<file path="src/sv/sxe_pkg.sv">
// shared types, constants and register codes for the sobel x edge threshold block
package sxe_pkg;

    localparam int MAX_WIDTH_DEF = 1024;
    localparam int HEIGHT_LIMIT  = 4096;

    localparam int WIDTH_CFG_W  = 11;
    localparam int HEIGHT_CFG_W = 13;
    localparam int THR_W        = 11;
    localparam int CFG_DATA_W   = 13;
    localparam int CFG_INDEX_W  = 2;
    localparam int ROW_W        = 12;
    localparam int CHAN_W       = 8;
    localparam int SUM_W        = 11;

    localparam logic [WIDTH_CFG_W-1:0]  WIDTH_RST  = 11'd640;
    localparam logic [HEIGHT_CFG_W-1:0] HEIGHT_RST = 13'd480;
    localparam logic [THR_W-1:0]        THR_RST    = 11'd150;

    localparam logic [CHAN_W-1:0] EDGE_ON  = 8'd255;
    localparam logic [CHAN_W-1:0] EDGE_OFF = 8'd0;

    typedef enum logic [CFG_INDEX_W-1:0] {
        REG_IMAGE_WIDTH    = 2'd0,
        REG_IMAGE_HEIGHT   = 2'd1,
        REG_EDGE_THRESHOLD = 2'd2
    } cfg_reg_e;

    // channel 0 red, 1 green, 2 blue
    typedef logic [2:0][CHAN_W-1:0] pixel_t;
    typedef logic [2:0][CHAN_W-1:0] result_t;

    // tap index 0 is column c-1, 2 is column c-3
    typedef struct packed {
        logic            col_zero;
        logic [1:0]      c3_tap;
        logic            use_cur;
        logic [2:0][1:0] line_sel;
    } win_ctl_t;

endpackage

</file>
<file path="src/sv/sxe_gradient.sv">
// weighted column difference per channel and threshold compare
module sxe_gradient (
    input  sxe_pkg::pixel_t [2:0][2:0]        line_tap,
    input  sxe_pkg::pixel_t [2:0]             cur_tap,
    input  sxe_pkg::win_ctl_t                 ctl,
    input  logic signed [sxe_pkg::THR_W-1:0]  threshold,
    output sxe_pkg::result_t                  result
);
    import sxe_pkg::*;

    always_comb begin
        logic [CHAN_W-1:0]      pa;
        logic [CHAN_W-1:0]      pb;
        logic signed [9:0]      diff;
        logic signed [SUM_W-1:0] sum;
        for (int ch = 0; ch < 3; ch++) begin
            sum = '0;
            for (int i = 0; i < 3; i++) begin
                if (ctl.use_cur) begin
                    pa = cur_tap[ctl.c3_tap][ch];
                    pb = cur_tap[0][ch];
                end else begin
                    pa = line_tap[ctl.line_sel[i]][ctl.c3_tap][ch];
                    pb = line_tap[ctl.line_sel[i]][0][ch];
                end
                diff = $signed({2'b00, pa}) - $signed({2'b00, pb});
                if (i == 1) begin
                    diff = diff <<< 1;
                end
                sum = sum + SUM_W'(diff);
            end
            if (ctl.col_zero) begin
                sum = '0;
            end
            result[ch] = (sum >= threshold) ? EDGE_ON : EDGE_OFF;
        end
    end

endmodule

</file>
<file path="config.mk">
export PLATFORM = sky130hd
export DESIGN_NAME = sxe_gradient
export DESIGN_NICKNAME = d
export VERILOG_FILES = /design/src/sv/sxe_pkg.sv /design/src/sv/sxe_gradient.sv
export SDC_FILE = /design/constraint.sdc
export NUM_CORES = 1
export LEC_CHECK = 0
export ABC_CLOCK_PERIOD_IN_PS = 9590
export BUFFER_PORTS_ARGS = -buffer_cell sky130_fd_sc_hd__buf_2
export CAP_MARGIN = 0
export CORE_MARGIN = 1
export CORE_UTILIZATION = 34
export DETAILED_ROUTE_END_ITERATION = 10
export SLEW_MARGIN = 20
export SYNTH_ARGS = -nofsm -noshare
export SYNTH_HDL_FRONTEND = slang
export SYNTH_SLANG_ARGS = --single-unit
</file>
<file path="constraint.sdc">
create_clock -name vclk -period 9.59
set_clock_uncertainty 0.2 [all_clocks]
set_input_delay 1.4385 -clock vclk [all_inputs]
set_output_delay 1.4385 -clock vclk [all_outputs]
set_load 0.03 [all_outputs]
</file>
==> reports/qor.txt <==
endpoints failing setup = 0
core box area = 36700 sq um
post-DP HPWL = 45400 microns
hold path start = threshold[10]
Slew @ Worst Pin = 0.624 ns
Logic pwr share = 100.0%
clock share of power = 0%
grt total ovfl = 0
Post-Syn Area per Cell = 6.94 sq um
status = finished, final reports clean
largest family of logic cells by synthesized area = compound AO/OA/AOI/OAI gates
Final Cycle Share = 94.9%
synth cell count leaders = o21ai_0 (265), mux2i_1 (243), nand2_1 (214), ha_1 (135)
Die Width = 195 microns
largest net degree at the start of global routing = 55
number of I/O pins = 333
final core occ = 40.0%
Initial DRT Pass Iterations = 5
Worst setup EP type = output pin
CLK BUF = 0
post-synthesis xor/xnor area fraction = 3.92%
fin crit period = 9.10 ns
Seq cells = 0
top-count cell post-synth = o21ai_0
switching power = 0.00202 W
worst endpoint data arrival time = 7.46 ns
Hold Path Sink = result[2]
pwr/cell area = 225 nW/um^2
DR iter-0 viols = 1220
# fillers = 3891
vias in the first global route = 14.5k
post-synthesis simple-gate area fraction = 17.3%
Compound-Gate Fraction of Synth Area = 32.2%
Layout Nets = 2545
Leakage = 6.93 nW
total global-route track usage = 27.2%
Syn-to-layout area delta = 15.4%
register area = 0 sq um
# Max-Cap Violations = 0
fmax = 0.110 GHz
post-synthesis sequential area ratio = 0%
remaining antenna violation count after routing = 0
Initial Util = 34.7%
drt wl/cell = 21.6 microns
Cell Area, Synth = 12700 sq um
part of the power in registers = 0%
Design Area, Final = 14700 sq um
DRC = 0
share of cells above drive strength 1 = 19.5%
worst-path maximum fanout = 32
synthesized net count = 2316
die height = 195 microns
drt total wl = 54800 microns
Die Area = 38200 sq um
CTS Hold Buffers Added = 0
multiplexer area fraction after synthesis = 19.1%
Synth area leader = mux2i_1
Slew HR = 57.9%
worst path required time = 7.95 ns
Hold Slack = 3.47 ns
Mapped Cells = 1833
Setup CP Type = input pin to output pin
Switching Fraction = 61.1%
max-slew violations = 0
post-synthesis cell type count = 56
Yosys Warn Count = 0
Via-to-Cell Ratio = 5.94
initial antenna violation count = 11
GPL Wtd Cong = 0.983
adder-cell area share of the yosys netlist = 19.4%
setup TNS = 0 ns
PortBufs = 333
endpoints failing hold = 0
first-pass GRT wire length = 83200 microns
min-delay worst type = input pin to output pin
Internal = 0.00128 W
startpoint types = input pin
num rows = 70
peak supply drop = 201 uV
Synth top area share = 19.1%
RSZ-0062 raised after global routing = false
via count = 15.1k
placed cell areas = 14600 sq um
top cells by area, synth = mux2i_1 (19%), ha_1 (13%), o21ai_0 (10%)
Worst Hold Depth = 5
## kinds of logic after synthesis
logic type	Yosys count
buffers and inverters	226
multiplexers	243
XOR/XNOR	57
AND/OR/NAND/NOR	482
adder cells (fa/ha/maj)	174
AO/OA/AOI/OAI	651
## final cells by class
class | instances | area, sq um | area share (%)
inverters | 75 | 282 | 1.92
well taps | 468 | 586 | 3.99
repair buffers | 378 | 2050 | 14.0
multi-input cells | 1607 | 11700 | 79.9
diodes | 13 | 32.5 | 0.222
## how the worst max path moves through the flow
stage / from / end / slack, ns / cells after the start
6_report: ctl[3] / result[11] / 0.49 / 26
5_1_grt: ctl[3] / result[23] / 0.05 / 24
4_1_cts: ctl[0] / result[11] / 0.15 / 30
3_5_place_dp: ctl[0] / result[11] / 0.16 / 30
3_3_place_gp: ctl[0] / result[15] / 0.23 / 30
2_1_floorplan: ctl[0] / result[10] / 0.15 / 31
## power groups by stage
stage / clock network (W) / registers (W) / logic [W]
floorplan: 0 / 0 / 0.00266
global placement: 0 / 0 / 0.00319
detailed placement: 0 / 0 / 0.00327
CTS: 0 / 0 / 0.00328
global route: 0.000000000154 / 0 / 0.00364
finish: 0.000000000182 / 0 / 0.00330
## repair_timing
action                                  CTS  global route
endpoints found under the setup margin    0            24
gates resized for setup                   0            11
setup buffers                             0             0
## placed cells by master, fill, tap and decap left out, types with 7 or more instances in the layout
master / instances
a211oi_1: 7
a21o_1: 19
a21oi_1: 114
a221oi_1: 7
buf_2: 327
buf_4: 45
diode_2: 13
fa_1: 39
ha_1: 135
inv_1: 75
mux2i_1: 243
nand2_1: 214
nand2b_1: 45
nand3_1: 12
nand4_1: 8
nor2_1: 115
nor2b_1: 20
nor3_1: 23
o2111ai_1: 7
o211ai_1: 80
o21a_1: 40
o21ai_0: 263
o221ai_1: 62
o31a_1: 10
or2_2: 7
xnor2_1: 20
xor2_1: 37
## critical path: stages
cell	delay, ns
buf_4	0.20
buf_4	0.53
mux2i_1	0.27
nor2_1	0.05
a21oi_1	0.20
o221ai_1	0.21
fa_1	0.47
a21o_1	0.20
a21oi_1	0.21
nor2_1	0.10
a211oi_1	0.26
xnor2_1	0.20
fa_1	0.44
ha_1	0.36
a21o_1	0.20
a21o_1	0.19
a221oi_1	0.27
o311ai_1	0.21
ha_1	0.36
nand2b_1	0.16
o211ai_1	0.11
a21oi_1	0.13
nor2_1	0.06
o21ai_1	0.21
buf_4	0.18
buf_2	0.20
## per-layer routing
layer | up-vias | routed length, microns | track usage [%]
li1 | 7188 | - | -
met1 | 7214 | 25700 | 39.5
met2 | 644 | 24600 | 44.1
met3 | 54 | 3610 | 2.21
met4 | 0 | 932 | 4.37
met5 | - | 0 | 0
## through the flow
stage | instances | total power [W] | setup slack [ns]
6_report | 2541 | 0.00330 | 0.491
5_1_grt | 2539 | 0.00364 | 0.0536
4_1_cts | 2528 | 0.00328 | 0.146
3_5_place_dp | 2528 | 0.00327 | 0.159
3_3_place_gp | 2528 | 0.00319 | 0.232
2_1_floorplan | 1833 | 0.00266 | 0.152
No activity file was read; power rests on OpenSTA's default activity.
