`src/sv/sxe_pkg.sv`:
```
// shared types, constants and register codes for the sobel x edge threshold block
package sxe_pkg;

    localparam int MAX_WIDTH_DEF = 1024;
    localparam int HEIGHT_LIMIT  = 4096;

    localparam int WIDTH_CFG_W  = 11;
    localparam int HEIGHT_CFG_W = 13;
    localparam int THR_W        = 11;
    localparam int CFG_DATA_W   = 13;
    localparam int CFG_INDEX_W  = 2;
    localparam int ROW_W        = 12;
    localparam int CHAN_W       = 8;
    localparam int SUM_W        = 11;

    localparam logic [WIDTH_CFG_W-1:0]  WIDTH_RST  = 11'd640;
    localparam logic [HEIGHT_CFG_W-1:0] HEIGHT_RST = 13'd480;
    localparam logic [THR_W-1:0]        THR_RST    = 11'd150;

    localparam logic [CHAN_W-1:0] EDGE_ON  = 8'd255;
    localparam logic [CHAN_W-1:0] EDGE_OFF = 8'd0;

    typedef enum logic [CFG_INDEX_W-1:0] {
        REG_IMAGE_WIDTH    = 2'd0,
        REG_IMAGE_HEIGHT   = 2'd1,
        REG_EDGE_THRESHOLD = 2'd2
    } cfg_reg_e;

    // channel 0 red, 1 green, 2 blue
    typedef logic [2:0][CHAN_W-1:0] pixel_t;
    typedef logic [2:0][CHAN_W-1:0] result_t;

    // tap index 0 is column c-1, 2 is column c-3
    typedef struct packed {
        logic            col_zero;
        logic [1:0]      c3_tap;
        logic            use_cur;
        logic [2:0][1:0] line_sel;
    } win_ctl_t;

endpackage

```
`src/sv/sxe_out_skid.sv`:
```
// result register with one skid entry
module sxe_out_skid (
    input  logic             aclk,
    input  logic             aresetn,
    input  logic             in_valid,
    output logic             in_ready,
    input  sxe_pkg::result_t in_data,
    output logic             out_valid,
    input  logic             out_ready,
    output sxe_pkg::result_t out_data
);
    import sxe_pkg::*;

    logic    out_valid_reg, skid_valid_reg;
    result_t out_data_reg, skid_data_reg;
    logic    push;

    assign in_ready  = !skid_valid_reg;
    assign push      = in_valid && in_ready;
    assign out_valid = out_valid_reg;
    assign out_data  = out_data_reg;

    always_ff @(posedge aclk) begin
        if (!aresetn) begin
            out_valid_reg  <= 1'b0;
            skid_valid_reg <= 1'b0;
        end else if (out_ready || !out_valid_reg) begin
            if (skid_valid_reg) begin
                out_data_reg   <= skid_data_reg;
                out_valid_reg  <= 1'b1;
                skid_valid_reg <= 1'b0;
            end else begin
                out_data_reg  <= in_data;
                out_valid_reg <= push;
            end
        end else if (push) begin
            skid_data_reg  <= in_data;
            skid_valid_reg <= 1'b1;
        end
    end

    a_skid_needs_out: assert property (@(posedge aclk) disable iff (!aresetn)
        skid_valid_reg |-> out_valid_reg)
        else $error("skid entry held while output register empty");

    a_skid_on_stall: assert property (@(posedge aclk) disable iff (!aresetn)
        $rose(skid_valid_reg) |-> $past(out_valid_reg && !out_ready))
        else $error("skid entry filled without an output stall");

endmodule

```
`config.mk`:
```
export PLATFORM = sky130hd
export DESIGN_NAME = sxe_out_skid
export DESIGN_NICKNAME = d
export VERILOG_FILES = /design/src/sv/sxe_pkg.sv /design/src/sv/sxe_out_skid.sv
export SDC_FILE = /design/constraint.sdc
export NUM_CORES = 1
export LEC_CHECK = 0
export BUFFER_PORTS_ARGS = -buffer_cell sky130_fd_sc_hd__buf_2
export CAP_MARGIN = 30
export CORE_UTILIZATION = 54
export DETAILED_ROUTE_END_ITERATION = 8
export GPL_TIMING_DRIVEN = 1
export PLACE_DENSITY = 0.82
export SYNTH_ARGS = -nofsm -noshare
export SYNTH_HDL_FRONTEND = slang
export SYNTH_SLANG_ARGS = --single-unit
```
`constraint.sdc`:
```
create_clock -name aclk -period 4.3 [get_ports aclk]
set_input_delay 0.43 -clock aclk [delete_from_list [all_inputs] [get_ports aclk]]
set_output_delay 0.43 -clock aclk [all_outputs]
set_load 0.02 [all_outputs]
```
==> summary.md, run 1 <==
| Metric | Value |
|---|---|
| Status | finished, final reports clean |
| Peak supply drop | 0.2643 mV |
| Tightest Pin Transition | 0.7909 ns |
| Clock sink count | 50 |
| FMAX | roughly 520 MHz |
| Setup WS post-layout | approximately 2.4 ns |
| Clk buf depth | 2 |
| First-pass GRT wire length | 4071 um |
| CTS root buf | clkbuf_4 |
| Die area | ~3800 um^2 |
| Vias in the first global route | 915 |
| Tot GR Track Use | between 15 and 20% |
| Core Rows | 21 |
| Clk slew on worst S/H paths | 0.14 ns |
| RSZ-0062 raised after global routing | false |
| Antenna Nets Post-Route | 0 |
| Die width | 61.60 um |
| Worst Path Max Fanout | 27 |
| Detailed Route Iter0 Violations | 24 |
| Register area share after synthesis | between 70 and 80% |
| Vias/cell | 4.995 |
| YS warnings | 0 |
| Crit path DAT | 1.48 ns |
| Fillers | 256 |
| Overflow after GRT | 0 |
| Footprint of the multi-input gates | 386.6 um^2 |
| DRT Wirelength | ~2800 um |
| Syn_area_per_cell | 22.57 um^2 |
| Count of input and output buffers | 53 |
| Initial antenna violation count | 0 |
| Final setup fails | 0 |
| Total power | 0.9076 mW |
| P per Cell Area | 392.9 nW/um^2 |
| Slew margin rel. | a little under half |
| Area added between synthesis and finish | 20.42% |
| Largest net degree at the start of global routing | 28 |
| Worst skew pair latency | 0.35 ns |
| Critical Path RT | between 3 and 4 ns |
| Vias | 954 |
| Hold Buf Count CTS | 0 |
| DR WL/cell | 14.59 um |
| Commonest non-fill, non-tap cells in the layout | 53 x buf_2, 48 x edfxtp_1, 17 x mux2_4 |
| Initial Util | between 50 and 60% |
| Final Hold Fails | 0 |
| Library cells used by synthesis | 14 |
| Register area | 1483 um^2 |
| Maxcap violations | 0 |
| Ports | 54 |
| #FFs+latches synth | 50 |
| # diodes | 0 |
| Synth Instances | between 80 and 90 |
| Hold crit path type | input pin to register |
| TritonCTS clock tree | done |
| Floorplan Core Area | 3363 um^2 |
| Commonest non-fill, non-tap cell in the layout | buf_2 |
| Drt first pass iters | 4 |
| Die Span Y | approximately 62 um |
| Fraction of layout cells with a size suffix above 1 | 62.07% |
| Fin. max-slew vios | 0 |
| TritonCTS buffer count | 5 |
| CP Class | register to output port |
| GPL Wtd Cong | 0.6462 |
| Clk_skew | 0.01113 ns |
| Final period util | around 44% |
| Lkg Pwr | 0.8874 nW |
| Post-CTS Setup Bufs | 0 |
| CP Launch Type | register |
| Resize count post-CTS | 0 |
| Type of destination of the critical path | output port |
| Worst slack, placed | 2.355 ns |
| Final nets | 172 |
| DRC errors left | 0 |
| Hpwl dp | 1853 um |
| Final min period | 1.910 ns |
| Fin Setup TNS | 0 ns |
| Syn Nets | 113 |
| H-tree depth | 2 |
| Mapped Area | 1918 um^2 |
-- cells in the mapped netlist (all sizes together) --
cell    number  area share (%)
mux2        24              17
and2         1            0.33
a21boi       1            0.39
nor3b        1            0.65
edfxtp      48              75
nor3         1            0.26
nand2b       1            0.33
nor2         1            0.33
inv          1            0.20
dfxtp        2             2.1
nand2        1            0.20
buf          3             2.7
-- cell families (layout without fill, tap and decap cells) --
logic type | Yosys count | in the layout | synth area share [%]
and+or+nand+nor | 6 | 6 | 2.087
AOI/OAI and AO/OA | 1 | 1 | 0.3915
muxes | 24 | 24 | 17.42
buffers and inverters | 4 | 64 | 2.870
DFF | 50 | 50 | 77.23
-- worst paths after layout --
check	startpoint	endpoint	slack, ns	depth (start not counted)
hold / removal	in_data[11]	skid_data_reg[11]$_DFFE_PP_	0.25	1
setup reg to reg	skid_valid_reg$_SDFFE_PP0P_	out_data[1]$_DFFE_PP_	2.77	1
hold reg to reg	skid_data_reg[16]$_DFFE_PP_	out_data[16]$_DFFE_PP_	0.55	1
setup / recovery	skid_valid_reg$_SDFFE_PP0P_	in_ready	2.39	2
-- critical path, cell delays in order (launching register included) --
cell and delay, ns:
dfxtp_2 0.86, inv_1 0.08, buf_2 0.18
-- metrics by stage --
step	cells	hold slack, ns	area [um^2]	util (%)
after floorplan	85	0.5231	1918	-
after global placement	182	0.5226	2203	65.51
after detailed placement	182	0.5346	2203	65.51
after CTS	190	0.2423	2282	67.86
after global routing	191	0.2185	2310	68.68
final	191	0.2518	2310	68.68
-- routing by layer --
layer | vias to the layer above | share of wire [%] | wire [um] | global-route usage, %
met4 | 0 | 1.7 | 48 | 8.571
met3 | 7 | 6.8 | 189 | 5.462
li1 | 448 | - | - | -
met1 | 454 | 42 | 1171 | 19.97
met2 | 45 | 49 | 1379 | 23.96
met5 | - | 0 | 0 | 0
-- power by group --
group	switching (mW)	internal, mW	total, mW	leakage, nW
Sequential	0.00720	0.555	0.562	0.466
Clock	0.140	0.123	0.262	0.0385
Combinational	0.0430	0.0398	0.0828	0.383
Total	0.190	0.718	0.908	0.887
-- final cells by class --
type / instances / share of cell area [%]
Clock inverter: 2 / 1.625
Timing Repair Buffer: 55 / 13.00
Tap cell: 46 / 2.492
Clock buffer: 6 / 1.788
Sequential cell: 50 / 64.19
Inverter: 1 / 0.1625
Multi-Input combinational cell: 31 / 16.74
Note: power is estimated with default switching activity, not from simulation.
==> run 2: changes to the inputs <==
Settings changed: CORE_UTILIZATION 54 to 51, PLACE_DENSITY 0.82 to 0.78.
Clock period 4.3 ns to 1.82 ns, I/O delays scaled along.
==> run 2 against run 1 <==
- largest cell class unchanged
- critical path type unchanged
- flip-flop and latch count unchanged
- register-to-register slack got worse by 2.3 ns
- worst setup slack got worse by 2.0 ns
- combinational power increased by 140%
- clock power increased by 130%
- via count decreased by 0.63%
- non-clock buffer count increased by 4
- sequential share of layout area decreased by 0.96 points
- core utilization decreased by 1.1 points
- total power increased by 130%
- clock-buffer cell count decreased by 1
- clock skew decreased by 0.0022 ns
==> summary.md, run 2 (synthesis results as in run 1) <==
| Metric | Value |
|---|---|
| Fraction of layout cells with a size suffix above 1 | 62.42% (+0.35 points) |
| P per Cell Area | 905.9 nW/um^2 (+130%) |
| Floorplan Core Area | 3468 um^2 (+3.1%) |
| Vias in the first global route | 1020 (+11%) |
| Tot GR Track Use | 16.43% (+0.67 points) |
| Final min period | 1.466 ns |
| Largest net degree at the start of global routing | 16 (-43%) |
| Commonest non-fill, non-tap cells in the layout | 53 x buf_2, 48 x edfxtp_1, 17 x mux2_4 |
| Lkg Pwr | 0.9085 nW (+2.4%) |
| First-pass GRT wire length | 4712 um (+16%) |
| Commonest non-fill, non-tap cell in the layout | buf_2 |
| TritonCTS buffer count | 5 (unchanged) |
| Type of destination of the critical path | output port |
| Tightest Pin Transition | 0.3622 ns (-0.4287 ns) |
| Total power | 2.124 mW (+130%) |
| # diodes | 0 (unchanged) |
| CP Class | register to output port |
| CP delay by family, top | flip-flops |
| Hold_sp | in_data[1] |
| CP cell instances | buf_4 -> inv_1 -> buf_2 |
| Worst slack, placed | 0.4081 ns (-1.946 ns) |
| GPL Wtd Cong | 0.6893 (+6.7%) |
| FMAX | roughly 680 MHz |
| Clock sink count | 50 (unchanged) |
| Initial antenna violation count | 0 (unchanged) |
| WHS Path Cells | 1 (unchanged) |
| Overflow after GRT | 0 (unchanged) |
| Slew margin rel. | 75.85% (+29 points) |
| Die width | 63.33 um (+2.8%) |
| R2r endpoint | out_data[13]$_DFFE_PP_ |
| Critical Path RT | 1.64 ns (-2.23 ns) |
| Final period util | 80.54% |
| Drt first pass iters | 4 (unchanged) |
| Crit path DAT | 1.28 ns (-0.20 ns) |
| Peak supply drop | 0.7257 mV (+170%) |
| Final core occ | 67.60% (-1.1 points) |
| RSZ-0062 raised after global routing | false |
| Resize count post-CTS | 0 (unchanged) |
| Worst Path Max Fanout | 13 (-52%) |
| CTS root buf | clkbuf_8 |
| R2R depth | 3 (+2) |
| Hold Buf Count CTS | 0 (unchanged) |
| Fin Setup TNS | 0 ns (unchanged) |
| RR Startpoint | out_valid$_SDFFE_PN0P_ |
| Die Span Y | 63.33 um (+2.8%) |
| Die area | 4010 um^2 (+5.7%) |
| CP bufs+invs | 3 (+1) |
| Setup WS post-layout | 0.3541 ns (-2.036 ns) |
| DRT Wirelength | 2912 um (+4.5%) |
| Final nets | 176 (+2.3%) |
| Vias | 948 (-0.63%) |
| H-tree depth | 2 (unchanged) |
| TritonCTS clock tree | done |
| R2r setup slk | 0.43 ns (-2.34 ns) |
| Hold crit path type | input pin to register |
| Antenna Nets Post-Route | 0 (unchanged) |
| Area added between synthesis and finish | 22.24% |
| Vias/cell | 4.862 (-2.7%) |
| Clk slew on worst S/H paths | 0.08 ns (-0.06 ns) |
| DR WL/cell | 14.93 um (+2.3%) |
| Post-CTS Setup Bufs | 0 (unchanged) |
| Slowest CP cell | dfxtp_2 |
| Worst skew pair latency | 0.30 ns (-0.05 ns) |
| Initial Util | 55.30% (-1.7 points) |
| Hold Crit Endpoint | skid_data_reg[1]$_DFFE_PP_ |
| Clk buf depth | 2 (unchanged) |
| Maxcap violations | 0 (unchanged) |
| Delay of the slowest critical-path stage | 0.56 ns (-0.30 ns) |
| Status | finished, final reports clean |
| Count of input and output buffers | 53 (unchanged) |
| Detailed Route Iter0 Violations | 34 (+42%) |
| Fin. max-slew vios | 0 (unchanged) |
| DRC errors left | 0 (unchanged) |
| Clk_skew | 0.008901 ns (-0.002232 ns) |
| Final setup fails | 0 (unchanged) |
| Core Rows | 21 (unchanged) |
| CP Launch Type | register |
| Ports | 54 (unchanged) |
| Hold Slack | 0.07573 ns (-0.1760 ns) |
| Final Hold Fails | 0 (unchanged) |
-- run 2: area by class of cell --
| type | count | area [um^2] |
|---|---|---|
| clock buffers | 5 | 68.82 |
| inverters | 1 | 3.754 |
| flip-flops and latches | 50 | 1483 |
| multi-input cells | 31 | 392.9 |
| repair buffers | 59 | 322.8 |
| clock inverters | 3 | 16.27 |
| well taps | 46 | 57.56 |
| fillers | 248 | 1124 |
-- run 2: power breakdown --
part	switching [mW]	total [mW]	internal [mW]
logic	0.108	0.201	0.0925
registers	0.0133	1.32	1.31
clock network	0.335	0.599	0.264
-- run 2: worst max-delay path by stage --
stage | depth (start not counted) | slack, ns | end | start
after floorplan | 2 | 0.16 | skid_data_reg[0]$_DFFE_PP_ | out_valid$_SDFFE_PN0P_
after global placement | 3 | 0.46 | out_data[12]$_DFFE_PP_ | out_valid$_SDFFE_PN0P_
after detailed placement | 3 | 0.41 | out_data[8]$_DFFE_PP_ | out_valid$_SDFFE_PN0P_
after CTS | 3 | 0.33 | in_ready | skid_valid_reg$_SDFFE_PP0P_
after global routing | 3 | 0.27 | in_ready | skid_valid_reg$_SDFFE_PP0P_
final | 3 | 0.35 | in_ready | skid_valid_reg$_SDFFE_PP0P_
-- run 2: per-layer routing --
layer  wire length [um]  up-vias  global-route usage, %
li1                   -      456                      -
met1               1270      448                  20.52
met2               1417       41                  26.60
met3                204        3                  6.522
met4                 21        0                  4.261
met5                  0        -                      0
-- run 2: stage by stage --
stage / instances / cell area [um^2]
final: 195 / 2345
after CTS: 195 / 2345
after floorplan: 85 / 1929
after detailed placement: 187 / 2260
after global routing: 195 / 2345
after global placement: 187 / 2260
-- run 2: worst reg2reg max path, delay by kind of cell (launching register included) --
kind                   cells  cell delay [ns]
AND/OR/NAND/NOR            2             0.53
buffers and inverters      1             0.26
flip-flops                 1             0.32
==> run 3: changes to the inputs <==
Clock period 1.82 ns to 1.5 ns, I/O delays scaled along.
==> run 3 against run 2 <==
- clock-buffer cell count unchanged
- largest power group unchanged
- routed wire length is 0.96% higher
- register-to-register slack lost 0.17 ns
- critical endpoint unchanged
- core utilization grew 0.79 points
- total power up 22%
- critical path depth stayed put
==> summary.md, run 3 (synthesis results as in run 1) <==
| Metric | Value |
|---|---|
| Status | finished, final reports clean |
| TritonCTS clock tree | done |
| Overflow after GRT | 0 (unchanged) |
| CP Launch Type | register |
| Fillers | 258 (+4.0%) |
| Footprint of the multi-input gates | 394.1 um^2 (+0.32%) |
| Commonest non-fill, non-tap cell in the layout | buf_2 |
| Worst setup path end | in_ready |
| First-pass GRT wire length | 4816 um (+2.2%) |
| DR WL/cell | 15.08 um (+0.96%) |
| Vias/cell | 4.872 (+0.21%) |
| Placed cell area | 2287 um^2 (+1.2%) |
| Register area | 1484 um^2 (about the same) |
| Largest net degree at the start of global routing | 19 (+3) |
| Hold Buf Count CTS | 0 (unchanged) |
| Hold crit path type | input pin to register |
| Ports | 54 (unchanged) |
| Type of destination of the critical path | output port |
| Total power | 2.588 mW (+22%) |
| Fin. max-slew vios | 0 (unchanged) |
| Vias in the first global route | 991 (-2.8%) |
| Final min period | 1.242 ns |
| CTS root buf | clkbuf_8 |
| Fraction of layout cells with a size suffix above 1 | 64.43% (+2.0 points) |
| Maxcap violations | 0 (unchanged) |
| Initial antenna violation count | 0 (unchanged) |
| TritonCTS buffer count | 5 (unchanged) |
| Peak supply drop | 0.6960 mV (-4.1%) |
| Die area | 4010 um^2 (unchanged) |
| R2r endpoint | skid_data_reg[1]$_DFFE_PP_ |
| FMAX | 805.2 MHz |
| Post-CTS Setup Bufs | 0 (unchanged) |
| RR Startpoint | skid_valid_reg$_SDFFE_PP0P_ |
| Worst skew pair latency | 0.29 ns (about the same) |
| Count of input and output buffers | 53 (unchanged) |
| R2r setup slk | 0.26 ns (-0.17 ns) |
| Tightest Pin Transition | 0.2213 ns (-0.1409 ns) |
| Detailed Route Iter0 Violations | 41 (+21%) |
| Core Rows | 21 (unchanged) |
| Crit path DAT | 1.09 ns (-0.19 ns) |
| Slew margin rel. | 85.24% (+9.4 points) |
| Lkg Pwr | 0.9149 nW (+0.70%) |
| Clk buf depth | 2 (unchanged) |
| Critical Path RT | 1.35 ns (-0.29 ns) |
| Crit. Startpoint | skid_valid_reg$_SDFFE_PP0P_ |
| Final setup fails | 0 (unchanged) |
| Worst slack, placed | 0.2651 ns (-0.1430 ns) |
| Drt first pass iters | 3 (-1) |
| Worst Path Max Fanout | 11 (-2) |
| R2R depth | 3 (unchanged) |
| Final period util | 82.79% |
| Final nets | 176 (unchanged) |
| Area added between synthesis and finish | 23.68% |
| GPL Wtd Cong | 0.6284 (-8.8%) |
| Die width | 63.33 um (unchanged) |
| CP Class | register to output port |
| Die Span Y | 63.33 um (unchanged) |
| Clk slew on worst S/H paths | 0.09 ns (about the same) |
| Clock sink count | 50 (unchanged) |
| Tot GR Track Use | 16.28% (-0.15 points) |
| Setup WS post-layout | 0.2581 ns (-0.09603 ns) |
| DRT Wirelength | 2940 um (+0.96%) |
| DRC errors left | 0 (unchanged) |
| Hpwl dp | 2126 um |
| Antenna Nets Post-Route | 0 (unchanged) |
| Initial Util | 55.30% (unchanged) |
| Vias | 950 (+0.21%) |
| Clk_skew | 0.007107 ns (-0.001794 ns) |
| Final instance area | 2372 um^2 (+1.2%) |
| Floorplan Core Area | 3468 um^2 (unchanged) |
| H-tree depth | 2 (unchanged) |
| # diodes | 0 (unchanged) |
| Final Hold Fails | 0 (unchanged) |
| Resize count post-CTS | 0 (unchanged) |
| P per Cell Area | 1091 nW/um^2 (+20%) |
| RSZ-0062 raised after global routing | false |
| Commonest non-fill, non-tap cells in the layout | 53 x buf_2, 48 x edfxtp_1, 17 x mux2_4 |
## run 3: metal layers
layer	vias to the layer above	part of all wire, %	global-route usage, %
li1	453	-	-
met1	456	45	20.30
met2	37	49	26.60
met3	4	5.0	3.986
met4	0	1.5	7.670
met5	-	0	0
## run 3: through the flow
| step | utilization, % | setup TNS (ns) | cells | hold slack (ns) |
|---|---|---|---|---|
| after global routing | 68.40 | 0 | 195 | 0.03362 |
| after detailed placement | 65.95 | 0 | 187 | 0.3417 |
| after global placement | 65.95 | 0 | 187 | 0.3408 |
| after floorplan | - | -2.779 | 85 | 0.2489 |
| after CTS | 68.40 | 0 | 195 | 0.03792 |
| final | 68.40 | 0 | 195 | 0.04317 |
## run 3: worst min path at each step
stage	depth (start not counted)	startpoint	slack, ns	to
floorplan	0	in_data[0]	0.25	skid_data_reg[0]$_DFFE_PP_
global placement	1	in_data[2]	0.34	skid_data_reg[2]$_DFFE_PP_
detailed placement	1	in_data[3]	0.34	skid_data_reg[3]$_DFFE_PP_
CTS	1	in_data[4]	0.04	skid_data_reg[4]$_DFFE_PP_
global route	1	in_data[3]	0.03	skid_data_reg[3]$_DFFE_PP_
finish	1	in_data[4]	0.04	skid_data_reg[4]$_DFFE_PP_
## run 3: power breakdown
group | switching (mW) | internal [mW]
Combinational | 0.134 | 0.119
Sequential | 0.0133 | 1.59
Clock | 0.411 | 0.320
Total | 0.558 | 2.03
## run 3: layout make-up
cell class,count,area share [%]
Sequential cell,50,62.55
Multi-Input combinational cell,31,16.61
Timing Repair Buffer,59,14.66
Clock buffer,5,2.901
Tap cell,46,2.426
Clock inverter,3,0.6857
Inverter,1,0.1582
## run 3: worst max-delay path, cell delays in order, from the launching register on
cell and delay (ns):
dfxtp_2 0.36, buf_4 0.22, inv_1 0.07, buf_2 0.16
